===== config.mk =====
export PLATFORM = sky130hd
export DESIGN_NAME = max_heap_priority_queue
export DESIGN_NICKNAME = d
export VERILOG_FILES = /design/src/rtl/mhpq_pkg.sv /design/src/rtl/mhpq_ram.sv /design/src/rtl/mhpq_engine.sv /design/src/rtl/max_heap_priority_queue.sv
export SDC_FILE = /design/constraint.sdc
export NUM_CORES = 2
export LEC_CHECK = 0
export ABC_AREA = 1
export BUFFER_PORTS_ARGS = -buffer_cell sky130_fd_sc_hd__clkbuf_2
export CORE_MARGIN = 5
export CORE_UTILIZATION = 49
export CTS_CLUSTER_SIZE = 25
export DETAILED_ROUTE_END_ITERATION = 10
export PLACE_DENSITY = 0.74
export SLEW_MARGIN = 10
export SYNTH_ARGS = -nofsm -noshare
export SYNTH_HDL_FRONTEND = slang
export SYNTH_SLANG_ARGS = --single-unit

===== constraint.sdc =====
create_clock -name clk -period 16.04 [get_ports clk]
set_input_delay 0.802 -clock clk [delete_from_list [all_inputs] [get_ports clk]]
set_output_delay 0.802 -clock clk [all_outputs]
set_load 0.01 [all_outputs]

===== src/rtl/mhpq_pkg.sv =====
// ----------------------------------------------------------------------------
// mhpq_pkg
// Shared types and codes for the binary max-heap priority queue.
// ----------------------------------------------------------------------------
package mhpq_pkg;

  localparam int ENTRY_W = 32;

  localparam logic FUNC_INSERT  = 1'b0;
  localparam logic FUNC_EXTRACT = 1'b1;

  localparam logic [1:0] STATUS_DONE  = 2'd0;
  localparam logic [1:0] STATUS_EMPTY = 2'd1;
  localparam logic [1:0] STATUS_FULL  = 2'd2;

  typedef struct packed {
    logic               func;
    logic [15:0]        task_id;
    logic signed [15:0] task_priority;
  } in_item_t;

  typedef struct packed {
    logic [15:0]        out_task_id;
    logic signed [15:0] out_priority;
    logic [1:0]         status;
    logic [6:0]         entries;
  } out_item_t;

  // One heap entry: identifier in the upper half, priority in the lower half.
  typedef struct packed {
    logic [15:0]        id;
    logic signed [15:0] prio;
  } entry_t;

  typedef struct packed {
    logic idle;
    logic res_valid;
  } eng_stat_t;

endpackage


===== src/rtl/mhpq_ram.sv =====
// ----------------------------------------------------------------------------
// mhpq_ram
// Generic single-write, single-read RAM with a registered read port.
// ----------------------------------------------------------------------------
module mhpq_ram #(
  parameter int WIDTH = 32,
  parameter int DEPTH = 64,
  localparam int AW = (DEPTH > 1) ? $clog2(DEPTH) : 1
) (
  input  logic             clk,
  input  logic             wr_en,
  input  logic [AW-1:0]    wr_addr,
  input  logic [WIDTH-1:0] wr_data,
  input  logic             rd_en,
  input  logic [AW-1:0]    rd_addr,
  output logic [WIDTH-1:0] rd_data
);

  logic [WIDTH-1:0] mem [DEPTH];

  always_ff @(posedge clk) begin
    if (wr_en) begin
      mem[wr_addr] <= wr_data;
    end
    if (rd_en) begin
      rd_data <= mem[rd_addr];
    end
  end

endmodule


===== src/rtl/mhpq_engine.sv =====
// ----------------------------------------------------------------------------
// mhpq_engine
// Sequencer that runs insert (sift-up) and extract (sift-down) against the
// heap RAM, keeping the moving entry in a register and writing only once
// per level.
// ----------------------------------------------------------------------------
module mhpq_engine import mhpq_pkg::*; #(
  parameter int CAPACITY = 64,
  localparam int AW = $clog2(CAPACITY),
  localparam int CW = $clog2(CAPACITY + 1),
  localparam int XW = AW + 2
) (
  input  logic               clk,
  input  logic               rst_n,
  input  logic               start,
  input  in_item_t           in_item,
  input  logic               res_take,
  output eng_stat_t          stat,
  output out_item_t          result,
  output logic               wr_en,
  output logic [AW-1:0]      wr_addr,
  output logic [ENTRY_W-1:0] wr_data,
  output logic               rd_en,
  output logic [AW-1:0]      rd_addr,
  input  logic [ENTRY_W-1:0] rd_data
);

  localparam logic [3:0] S_IDLE     = 4'd0;
  localparam logic [3:0] S_INS_UP   = 4'd1;
  localparam logic [3:0] S_INS_CMP  = 4'd2;
  localparam logic [3:0] S_EXT_TOP  = 4'd3;
  localparam logic [3:0] S_EXT_LAST = 4'd4;
  localparam logic [3:0] S_EXT_LOAD = 4'd5;
  localparam logic [3:0] S_EXT_DN   = 4'd6;
  localparam logic [3:0] S_EXT_LEFT = 4'd7;
  localparam logic [3:0] S_EXT_CMP  = 4'd8;
  localparam logic [3:0] S_FIN      = 4'd9;

  logic [3:0]         state_r, state_nxt;
  logic [CW-1:0]      count_r, count_nxt;
  logic [AW-1:0]      pos_r, pos_nxt;
  entry_t             elem_r, elem_nxt;
  entry_t             left_r, left_nxt;
  logic               right_ok_r, right_ok_nxt;
  logic [15:0]        res_id_r, res_id_nxt;
  logic signed [15:0] res_prio_r, res_prio_nxt;
  logic [1:0]         status_r, status_nxt;

  entry_t             rd_entry;
  logic [AW-1:0]      parent_idx;
  logic [XW-1:0]      left_idx;
  logic [XW-1:0]      right_idx;
  logic [XW-1:0]      n_ext;
  logic               take_left;
  logic signed [15:0] best_prio;
  logic               take_right;

  assign rd_entry   = entry_t'(rd_data);
  assign parent_idx = (pos_r - AW'(1)) >> 1;
  assign left_idx   = XW'({pos_r, 1'b1});
  assign right_idx  = left_idx + XW'(1);
  assign n_ext      = XW'(count_r);

  // Largest of the moving entry and its children; left wins a tie.
  assign take_left  = $signed(elem_r.prio) < $signed(left_r.prio);
  assign best_prio  = take_left ? left_r.prio : elem_r.prio;
  assign take_right = right_ok_r && ($signed(best_prio) < $signed(rd_entry.prio));

  always_comb begin
    state_nxt    = state_r;
    count_nxt    = count_r;
    pos_nxt      = pos_r;
    elem_nxt     = elem_r;
    left_nxt     = left_r;
    right_ok_nxt = right_ok_r;
    res_id_nxt   = res_id_r;
    res_prio_nxt = res_prio_r;
    status_nxt   = status_r;
    wr_en        = 1'b0;
    wr_addr      = pos_r;
    wr_data      = elem_r;
    rd_en        = 1'b0;
    rd_addr      = '0;
    case (state_r)
      S_IDLE: begin
        if (start) begin
          elem_nxt.id   = in_item.task_id;
          elem_nxt.prio = in_item.task_priority;
          res_id_nxt    = '0;
          res_prio_nxt  = '0;
          status_nxt    = STATUS_DONE;
          if (in_item.func == FUNC_INSERT) begin
            if (count_r >= CW'(CAPACITY)) begin
              status_nxt = STATUS_FULL;
              state_nxt  = S_FIN;
            end else begin
              pos_nxt   = count_r[AW-1:0];
              count_nxt = count_r + CW'(1);
              state_nxt = S_INS_UP;
            end
          end else begin
            if (count_r == '0) begin
              status_nxt = STATUS_EMPTY;
              state_nxt  = S_FIN;
            end else begin
              count_nxt = count_r - CW'(1);
              state_nxt = S_EXT_TOP;
            end
          end
        end
      end
      S_INS_UP: begin
        if (pos_r == '0) begin
          wr_en     = 1'b1;
          state_nxt = S_FIN;
        end else begin
          rd_en     = 1'b1;
          rd_addr   = parent_idx;
          state_nxt = S_INS_CMP;
        end
      end
      S_INS_CMP: begin
        wr_en = 1'b1;
        if ($signed(rd_entry.prio) < $signed(elem_r.prio)) begin
          // Parent moves down into the hole; the hole moves up.
          wr_data   = rd_data;
          pos_nxt   = parent_idx;
          state_nxt = S_INS_UP;
        end else begin
          state_nxt = S_FIN;
        end
      end
      S_EXT_TOP: begin
        rd_en     = 1'b1;
        rd_addr   = '0;
        state_nxt = S_EXT_LAST;
      end
      S_EXT_LAST: begin
        res_id_nxt   = rd_entry.id;
        res_prio_nxt = rd_entry.prio;
        if (count_r == '0) begin
          state_nxt = S_FIN;
        end else begin
          rd_en     = 1'b1;
          rd_addr   = count_r[AW-1:0];
          state_nxt = S_EXT_LOAD;
        end
      end
      S_EXT_LOAD: begin
        elem_nxt  = rd_entry;
        pos_nxt   = '0;
        state_nxt = S_EXT_DN;
      end
      S_EXT_DN: begin
        if (left_idx >= n_ext) begin
          wr_en     = 1'b1;
          state_nxt = S_FIN;
        end else begin
          rd_en     = 1'b1;
          rd_addr   = left_idx[AW-1:0];
          state_nxt = S_EXT_LEFT;
        end
      end
      S_EXT_LEFT: begin
        left_nxt     = rd_entry;
        right_ok_nxt = right_idx < n_ext;
        if (right_idx < n_ext) begin
          rd_en   = 1'b1;
          rd_addr = right_idx[AW-1:0];
        end
        state_nxt = S_EXT_CMP;
      end
      S_EXT_CMP: begin
        wr_en = 1'b1;
        if (take_right) begin
          wr_data   = rd_data;
          pos_nxt   = right_idx[AW-1:0];
          state_nxt = S_EXT_DN;
        end else if (take_left) begin
          wr_data   = left_r;
          pos_nxt   = left_idx[AW-1:0];
          state_nxt = S_EXT_DN;
        end else begin
          state_nxt = S_FIN;
        end
      end
      S_FIN: begin
        if (res_take) begin
          state_nxt = S_IDLE;
        end
      end
      default: begin
        state_nxt = S_IDLE;
      end
    endcase
  end

  always_ff @(posedge clk) begin
    if (!rst_n) begin
      state_r <= S_IDLE;
      count_r <= '0;
    end else begin
      state_r <= state_nxt;
      count_r <= count_nxt;
    end
  end

  always_ff @(posedge clk) begin
    pos_r      <= pos_nxt;
    elem_r     <= elem_nxt;
    left_r     <= left_nxt;
    right_ok_r <= right_ok_nxt;
    res_id_r   <= res_id_nxt;
    res_prio_r <= res_prio_nxt;
    status_r   <= status_nxt;
  end

  assign stat.idle      = (state_r == S_IDLE);
  assign stat.res_valid = (state_r == S_FIN);

  assign result.out_task_id  = res_id_r;
  assign result.out_priority = res_prio_r;
  assign result.status       = status_r;
  assign result.entries      = 7'(count_r);

  a_count_bound: assert property (@(posedge clk) disable iff (!rst_n)
    count_r <= CW'(CAPACITY))
    else $error("heap count above capacity");

  a_no_rw_clash: assert property (@(posedge clk) disable iff (!rst_n)
    wr_en && rd_en |-> wr_addr != rd_addr)
    else $error("read and write of the same heap entry in one cycle");

  a_insert_count: assert property (@(posedge clk) disable iff (!rst_n)
    start && state_r == S_IDLE && in_item.func == FUNC_INSERT && count_r < CW'(CAPACITY)
    |=> count_r == $past(count_r) + CW'(1))
    else $error("insert did not grow the heap by one");

  a_start_idle: assert property (@(posedge clk) disable iff (!rst_n)
    start |-> state_r == S_IDLE)
    else $error("item started while the engine was busy");

  a_result_held: assert property (@(posedge clk) disable iff (!rst_n)
    state_r == S_FIN && !res_take
    |=> state_r == S_FIN && $stable(res_id_r) && $stable(status_r))
    else $error("pending result changed before it was taken");

endmodule


===== src/rtl/max_heap_priority_queue.sv =====
// ----------------------------------------------------------------------------
// max_heap_priority_queue
// Binary max-heap of tasks keyed by signed priority, held in one RAM.
// ----------------------------------------------------------------------------
//   channel  ports                          carries
//   input    in_valid, in_ready, in_item    insert or extract request
//   result   out_valid, out_ready, out_item id, priority, status, entries
//
// One item is worked on at a time; each level of a sift costs RAM reads from
// the registered read port. An insert reads the parent at each level, an
// extract reads the root, the last entry and then the children at each level;
// an extract that empties the heap reads only the root, and a full or empty
// error reaches the result without RAM access. The engine is ready for the
// next item as soon as the result moves to the output register.
// Reset (rst_n, synchronous) empties the heap at once; RAM contents need none.
// A result waits in the output register while the next item is accepted.
// ----------------------------------------------------------------------------
module max_heap_priority_queue import mhpq_pkg::*; #(
  parameter int CAPACITY = 64
) (
  input  logic      clk,
  input  logic      rst_n,
  input  logic      in_valid,
  output logic      in_ready,
  input  in_item_t  in_item,
  output logic      out_valid,
  input  logic      out_ready,
  output out_item_t out_item
);

  localparam int AW = $clog2(CAPACITY);

  eng_stat_t          stat;
  out_item_t          result;
  logic               start;
  logic               res_take;
  logic               wr_en;
  logic [AW-1:0]      wr_addr;
  logic [ENTRY_W-1:0] wr_data;
  logic               rd_en;
  logic [AW-1:0]      rd_addr;
  logic [ENTRY_W-1:0] rd_data;

  logic      out_valid_r, out_valid_nxt;
  out_item_t out_item_r;

  assign in_ready = stat.idle;
  assign start    = in_valid && in_ready;

  // The finished item moves to the output register once that slot is free.
  assign res_take = stat.res_valid && (!out_valid_r || out_ready);

  mhpq_engine #(
    .CAPACITY(CAPACITY)
  ) u_engine (
    .clk     (clk),
    .rst_n   (rst_n),
    .start   (start),
    .in_item (in_item),
    .res_take(res_take),
    .stat    (stat),
    .result  (result),
    .wr_en   (wr_en),
    .wr_addr (wr_addr),
    .wr_data (wr_data),
    .rd_en   (rd_en),
    .rd_addr (rd_addr),
    .rd_data (rd_data)
  );

  mhpq_ram #(
    .WIDTH(ENTRY_W),
    .DEPTH(CAPACITY)
  ) u_heap_ram (
    .clk    (clk),
    .wr_en  (wr_en),
    .wr_addr(wr_addr),
    .wr_data(wr_data),
    .rd_en  (rd_en),
    .rd_addr(rd_addr),
    .rd_data(rd_data)
  );

  always_comb begin
    out_valid_nxt = out_valid_r;
    if (res_take) begin
      out_valid_nxt = 1'b1;
    end else if (out_ready) begin
      out_valid_nxt = 1'b0;
    end
  end

  always_ff @(posedge clk) begin
    if (!rst_n) begin
      out_valid_r <= 1'b0;
    end else begin
      out_valid_r <= out_valid_nxt;
    end
  end

  always_ff @(posedge clk) begin
    if (res_take) begin
      out_item_r <= result;
    end
  end

  assign out_valid = out_valid_r;
  assign out_item  = out_item_r;

endmodule


After elaboration in Yosys (flattened, before gate mapping)
Memories as Yosys holds them, arrays and structs flattened. A register that Yosys moved wholly into a read port is not among the register bits.
Cells that the tools add are included.
{"block": "totals", "wordCells": 115, "n_memories": 1, "rom_bits": 0, "inputBits": 37, "regBits": 158, "ramBits": 2048, "latch_bits": 0}
{"memory": "u_heap_ram.mem", "words": 64, "word_bits": 32, "read_ports": 1, "rd_ports_with_merged_regs": 1, "wr": 1, "line_no": "mhpq_ram.sv:19", "text": "logic [WIDTH-1:0] mem [DEPTH];"}
{"block": "op_classes", "magnitude_cmp": 6, "n_addsub": 4, "div_mod_pow": 0, "reduce_logical": 19, "n_mux": 52, "mul": 0, "n_shift": 0, "bitwise_logic": 0, "n_eq_ne": 17}
{"cell": "$mux W32", "count": 4}
{"cell": "$pmux W32 S2", "count": 2}
{"cell": "$pmux W16 S2", "count": 2}
{"cell": "$mux W6", "count": 9}
{"cell": "$lt A16 B16 Y1", "count": 3}
{"cell": "$pmux W6 S4", "count": 2}
{"cell": "$mux W4", "count": 11}
{"cell": "$pmux W4 S10", "count": 1}
{"cell": "$mux W16", "count": 2}
{"cell": "$mux W7", "count": 3}
{"cell": "$eq A4 B3 Y1 const B", "count": 4}
{"cell": "$mux W1", "count": 11}
{"cell": "$add A7 B1 Y8 const B", "count": 1}
{"cell": "$eq A4 B2 Y1 const B", "count": 2}
{"cell": "$eq A4 B4 Y1 const B", "count": 2}
{"cell": "$lt A8 B7 Y1", "count": 1}
{"cell": "$ne A2 B2 Y1 const B", "count": 4}
{"cell": "$reduce_and A2 Y1", "count": 4}
{"cell": "$add A7 B1 Y7 const B", "count": 1}
{"cell": "$ge A7 B7 Y1", "count": 1}
{"cell": "$ge A7 B7 Y1 const B", "count": 1}
{"cell": "$logic_not A7 Y1", "count": 1}
{"cell": "$sub A7 B1 Y7 const B", "count": 1}
{"cell": "$logic_not A6 Y1", "count": 1}
{"cell": "17 further kinds", "count": 24}

Depth between registers and ports, before layout
{"block": "logic_depth", "word_depth": 6, "ltp_mapped": 31, "ltp_nobuf": 30}

Modules after synthesis
A second synthesis with hierarchy kept.
{"block": "hier_totals", "cells_unflattened": 7795, "area_unflattened_um2": 92341.1}
{"mod": "mhpq_ram", "seq_area_each_um2": 62459.9, "n_inst": 1, "cells_each": 6769, "area_per_inst_um2": 83058.4}
{"mod": "mhpq_engine", "seq_area_each_um2": 3373.2, "n_inst": 1, "cells_each": 976, "area_per_inst_um2": 7992.7}
{"mod": "max_heap_priority_queue", "seq_area_each_um2": 1251.2, "n_inst": 1, "cells_each": 50, "area_per_inst_um2": 1290.0}

Worst setup path before layout
Ideal clock, no wire load.
{"block": "synth_timing", "path_kind": "in2reg", "from": "input port out_ready", "to": "register out_item_r (netlist bit out_item[0]) (enable)", "slack_ps": 10716, "t_arrival_ps": 4782, "path_buffers": 0, "setup_time_ps": 541, "path_stages": 2, "path_cell_list": "nor2_1 > nor4_1"}
{"block": "synth_between", "elab_chain_cells": 2}
{"item": "start, declared", "line_no": "max_heap_priority_queue.sv:27", "text": "input logic out_ready,"}
{"item": "$logic_or A1 B1 Y1", "line_no": "max_heap_priority_queue.sv:51", "text": "assign res_take = stat.res_valid && (!out_valid_r || out_ready);"}
{"item": "$logic_and A1 B1 Y1", "line_no": "max_heap_priority_queue.sv:51"}
{"item": "end signal, assigned", "line_no": "max_heap_priority_queue.sv:103", "text": "out_item_r <= result;"}
{"item": "end, declared", "line_no": "max_heap_priority_queue.sv:45", "text": "out_item_t out_item_r;"}
No other way between the ends.
A chain may end at the register's enable or synchronous reset.

Worst setup path in the final report
{"block": "layout_timing", "from": "register u_engine.pos_r[0], in the netlist u_engine.wr_addr[0]", "to": "register u_heap_ram.rd_data[22], read port of u_heap_ram.mem (data pin)"}
{"block": "layout_between", "elab_chain_cells": 4, "word_cells_on_any_way": 13, "classes_between": "add/sub: 2; order compare: 2; mux: 8; reduce/logical: 1"}
{"item": "start, declared", "line_no": "mhpq_engine.sv:41", "text": "logic [AW-1:0] pos_r, pos_nxt;"}
{"item": "start signal, assigned", "line_no": "mhpq_engine.sv:209", "text": "pos_r <= pos_nxt;"}
{"item": "$add A7 B1 Y8", "line_no": "mhpq_engine.sv:61", "text": "assign right_idx = left_idx + XW'(1);"}
{"item": "$lt A8 B7 Y1", "line_no": "mhpq_engine.sv:167", "text": "if (right_idx < n_ext) begin"}
{"item": "$mux W1 / $mux W6 (equally long branches)", "line_no": "mhpq_engine.sv:167"}
{"item": "$pmux W1 S5 / $pmux W6 S4 (equally long branches)", "line_no": "mhpq_engine.sv:84", "text": "case (state_r)"}
{"item": "end, declared", "line_no": "mhpq_ram.sv:16", "text": "output logic [WIDTH-1:0] rd_data"}
Parallel ways exist; a longest one is shown, timed or not.

==> metrics <==
gr ovfl total=0; unrepaired setup endpoints after global routing=false; setup TNS=0 ns; syn_area_per_cell=12.4 um2; EDFF count, synth=2226; most frequent cell after synthesis=edfxtp_1; GRT Total Usage=0.249; WP data required=16.58 ns; top_reg_cell synth=edfxtp_1; Slew HR=0.188; FF+latch count, synth=2238; path type of the worst min-delay path=in -> reg; port bufs=79; Clock Tree Root=clkbuf_16; Power Total=21400 uW; post-synthesis cell type count=46; Worst R2R Start=u_engine.wr_addr[0]; run status=complete, but fails checks; syn nets=7685; ys async rst share=0; DIE WIDTH=~450 um; Ys Warns=0; Power Density=slightly above 200 mW/mm2; Max VDD drop=0.000327 V; Synth Instances=7583; hold slack=approximately 0.24 ns; slew of the pin with the lowest slew margin=1.21 ns; Reg clk slew, reported paths=roughly 0.06 ns; worst reg2reg endpoint=u_heap_ram.rd_data[22]; initial antenna violation count=11; Via-to-Cell Ratio=6.01; failing checks=DRC; crit path max fanout=199; largest net degree at the start of global routing=241; area of the mapped netlist=0.0939 mm2; number of CTS-inserted buffers=204; post-CTS setup buffer count=0; site row count=160; Die Ht=448 um; initial core utilization=0.493; first-iteration detailed-routing DRC count=9698; critical path endpoint=u_heap_ram.rd_data[22]; DP Wirelength=135 mm; first-pass GRT wire length=369 mm; Crit path largest cell delay=0.90 ns; maxcap violations=0; Num Clock Sinks=~2200; final core occ=0.544; CORE AREA=0.190 mm2; Layout fillers=around 15000; GPL Wtd Cong=0.917; post-cts resize count=0; drt pass-1 iters=11; routed len/inst=roughly 25 um; LEAKAGE=0.0361 uW; Setup crit start=u_engine.wr_addr[0]; Remaining DRCs=2; part of the cycle the worst path needs=0.453; crit path launch type=flop; vias in the first global route=approximately 57000; most frequent cells after synthesis=edfxtp_1 (2226), inv_1 (1124), nand3_1 (812); Worst Reg-to-Reg Cells=24; worst path bufs/invs=7; TritonCTS clock tree=built; Clk Latency, worst-skew pair=0.86 ns; internal reg-to-reg setup slack=8.77 ns; top cells by area, synth=edfxtp_1 (71%), o211ai_1 (5.0%), inv_1 (4.5%), nand3_1 (4.3%), nand2_1 (3.2%); Yosys top cell by area=edfxtp_1; CTS Hold Bufs=0; critical path, cell by cell=clkinv_1 > nor3_1 > nand2_1 > o21ai_0 > o21ai_0 > inv_1 > ha_1 > inv_1 > nor2_1 > nand4_1 > nand2_1 > nor2_4 > inv_2 > o21ai_4 > buf_12 > buf_4 > buf_12 > a21oi_1 > o21ai_0 > nand3_1 > nand3_1 > nand2_1 > a31oi_1 > o21ai_1; CP arrival=7.81 ns; Max H-tree Level=4; final setup fails=0; Layout Skew=~0.043 ns; Detailed Route WL=255 mm; CP max stage cell=a31oi_1; synthesis-to-layout area growth=10.2%; Final Hold Viols=0; critical path capture point type=flop; Reg area=0.0671 mm2; Worst path top cell family by delay=buffers and inverters; Max Clk Rate=138 MHz; critical path type=reg -> reg; Routed Antenna Nets=0; layout cell share with drive strength beyond 1=0.0921; crit path time final=7.27 ns; via count=61500; die area=0.201 mm2; worst-case clock buffer depth=3; Final Max Tran Viols=0; Synth top area share=0.712; Ports=80; final net count=around 7600; critical path depth=24; area of the multi-input gates=0.0209 mm2; Seq/Total Area, Yosys=0.714
logic make-up after synthesis:
| group | after synthesis | share of synthesized area |
|---|---|---|
| compound gates | 1815 | 0.116 |
| fa+ha+maj | 65 | 0.00874 |
| xor+xnor | 7 | 0.000653 |
| simple gates | 1796 | 0.0836 |
| buf+inv | 1612 | 0.0706 |
| flops | 2238 | 0.714 |
| mux | 50 | 0.00600 |
worst reg2reg max path, delay by kind of cell, from the launching register on:
family	cells	cell delay (ns)
flip-flops	1	0.52
adder cells (fa/ha/maj)	1	0.22
AND/OR/NAND/NOR	9	1.38
AO/OA/AOI/OAI	7	2.46
buffers and inverters	7	2.39
cell type report:
cell class              instances  area share
inverters                    1135      0.0413
clock inverters               124      0.0100
repair buffers                233      0.0162
flip-flops and latches       2238       0.648
multi-input cells            3733       0.202
diodes                          7    0.000169
well taps                    2511      0.0304
clock buffers                 249      0.0518
registers in the layout, summed over array words and instances (netlist names), 4 cells and up:
name / count
out_item: 41
u_heap_ram.rd_data: 32
u_engine.res_id_r: 16
u_engine.elem_r: 32
u_engine.left_r: 32
u_heap_ram.mem: 2048
u_engine.state_r: 4
u_engine.wr_addr: 6
u_engine.count_r: 7
u_engine.res_prio_r: 16
worst min path at each step:
| stage | startpoint | to | slack (ns) | depth (start not counted) |
|---|---|---|---|---|
| 3_3_place_gp | u_engine.res_id_r[4] | out_item[29] | 0.40 | 0 |
| 5_1_grt | rst_n | u_engine.state_r[2] | 0.25 | 3 |
| 4_1_cts | rst_n | u_engine.state_r[2] | 0.19 | 3 |
| 3_5_place_dp | u_engine.res_prio_r[4] | out_item[13] | 0.40 | 0 |
| 6_report | rst_n | u_engine.state_r[2] | 0.24 | 3 |
| 2_1_floorplan | u_engine.res_prio_r[1] | out_item[10] | 0.40 | 0 |
cells in the final DEF (no fill, tap or decap), types with 5 or more instances in the layout:
cell type,n
bufinv_16,9
buf_12,10
nor3_1,7
nor2_4,64
ha_1,64
edfxtp_1,2226
xor2_1,7
nand4_1,7
diode_2,7
clkinv_1,56
nor2_1,87
o21ai_0,520
o21ai_1,73
clkbuf_2,79
clkbuf_1,41
inv_16,5
nand2_4,8
a31o_2,24
a211oi_1,8
clkbuf_16,208
nand3_1,797
inv_2,7
buf_4,144
clkinv_2,31
nand3_2,18
a31oi_1,26
mux2_2,50
nand2_2,11
clkinvlp_4,7
dfxtp_1,12
a21oi_1,490
o211ai_1,623
nand2_1,779
o22ai_1,35
clkinv_4,5
inv_6,8
inv_1,1123
per-stage QoR:
step	area [um2]	setup WS, ns	std cells
6_report	103000	8.77	10200
5_1_grt	103000	8.44	10200
4_1_cts	103000	9.00	10200
3_5_place_dp	97100	9.08	9850
3_3_place_gp	97100	9.29	9850
2_1_floorplan	93900	10.72	7583
routing by layer:
metal	vias to the layer above	routed length (um)	GRT usage
li1	27200	-	-
met3	673	33300	0.0563
met1	29700	94000	0.337
met2	3867	112000	0.380
met5	-	48	0
met4	8	15000	0.128
report_power, final:
part	switching [uW]	internal, uW	total [uW]
logic	6270	1810	8090
registers	237	8410	8650
clock network	2150	2540	4680
Power figures use the tool's default switching activity.
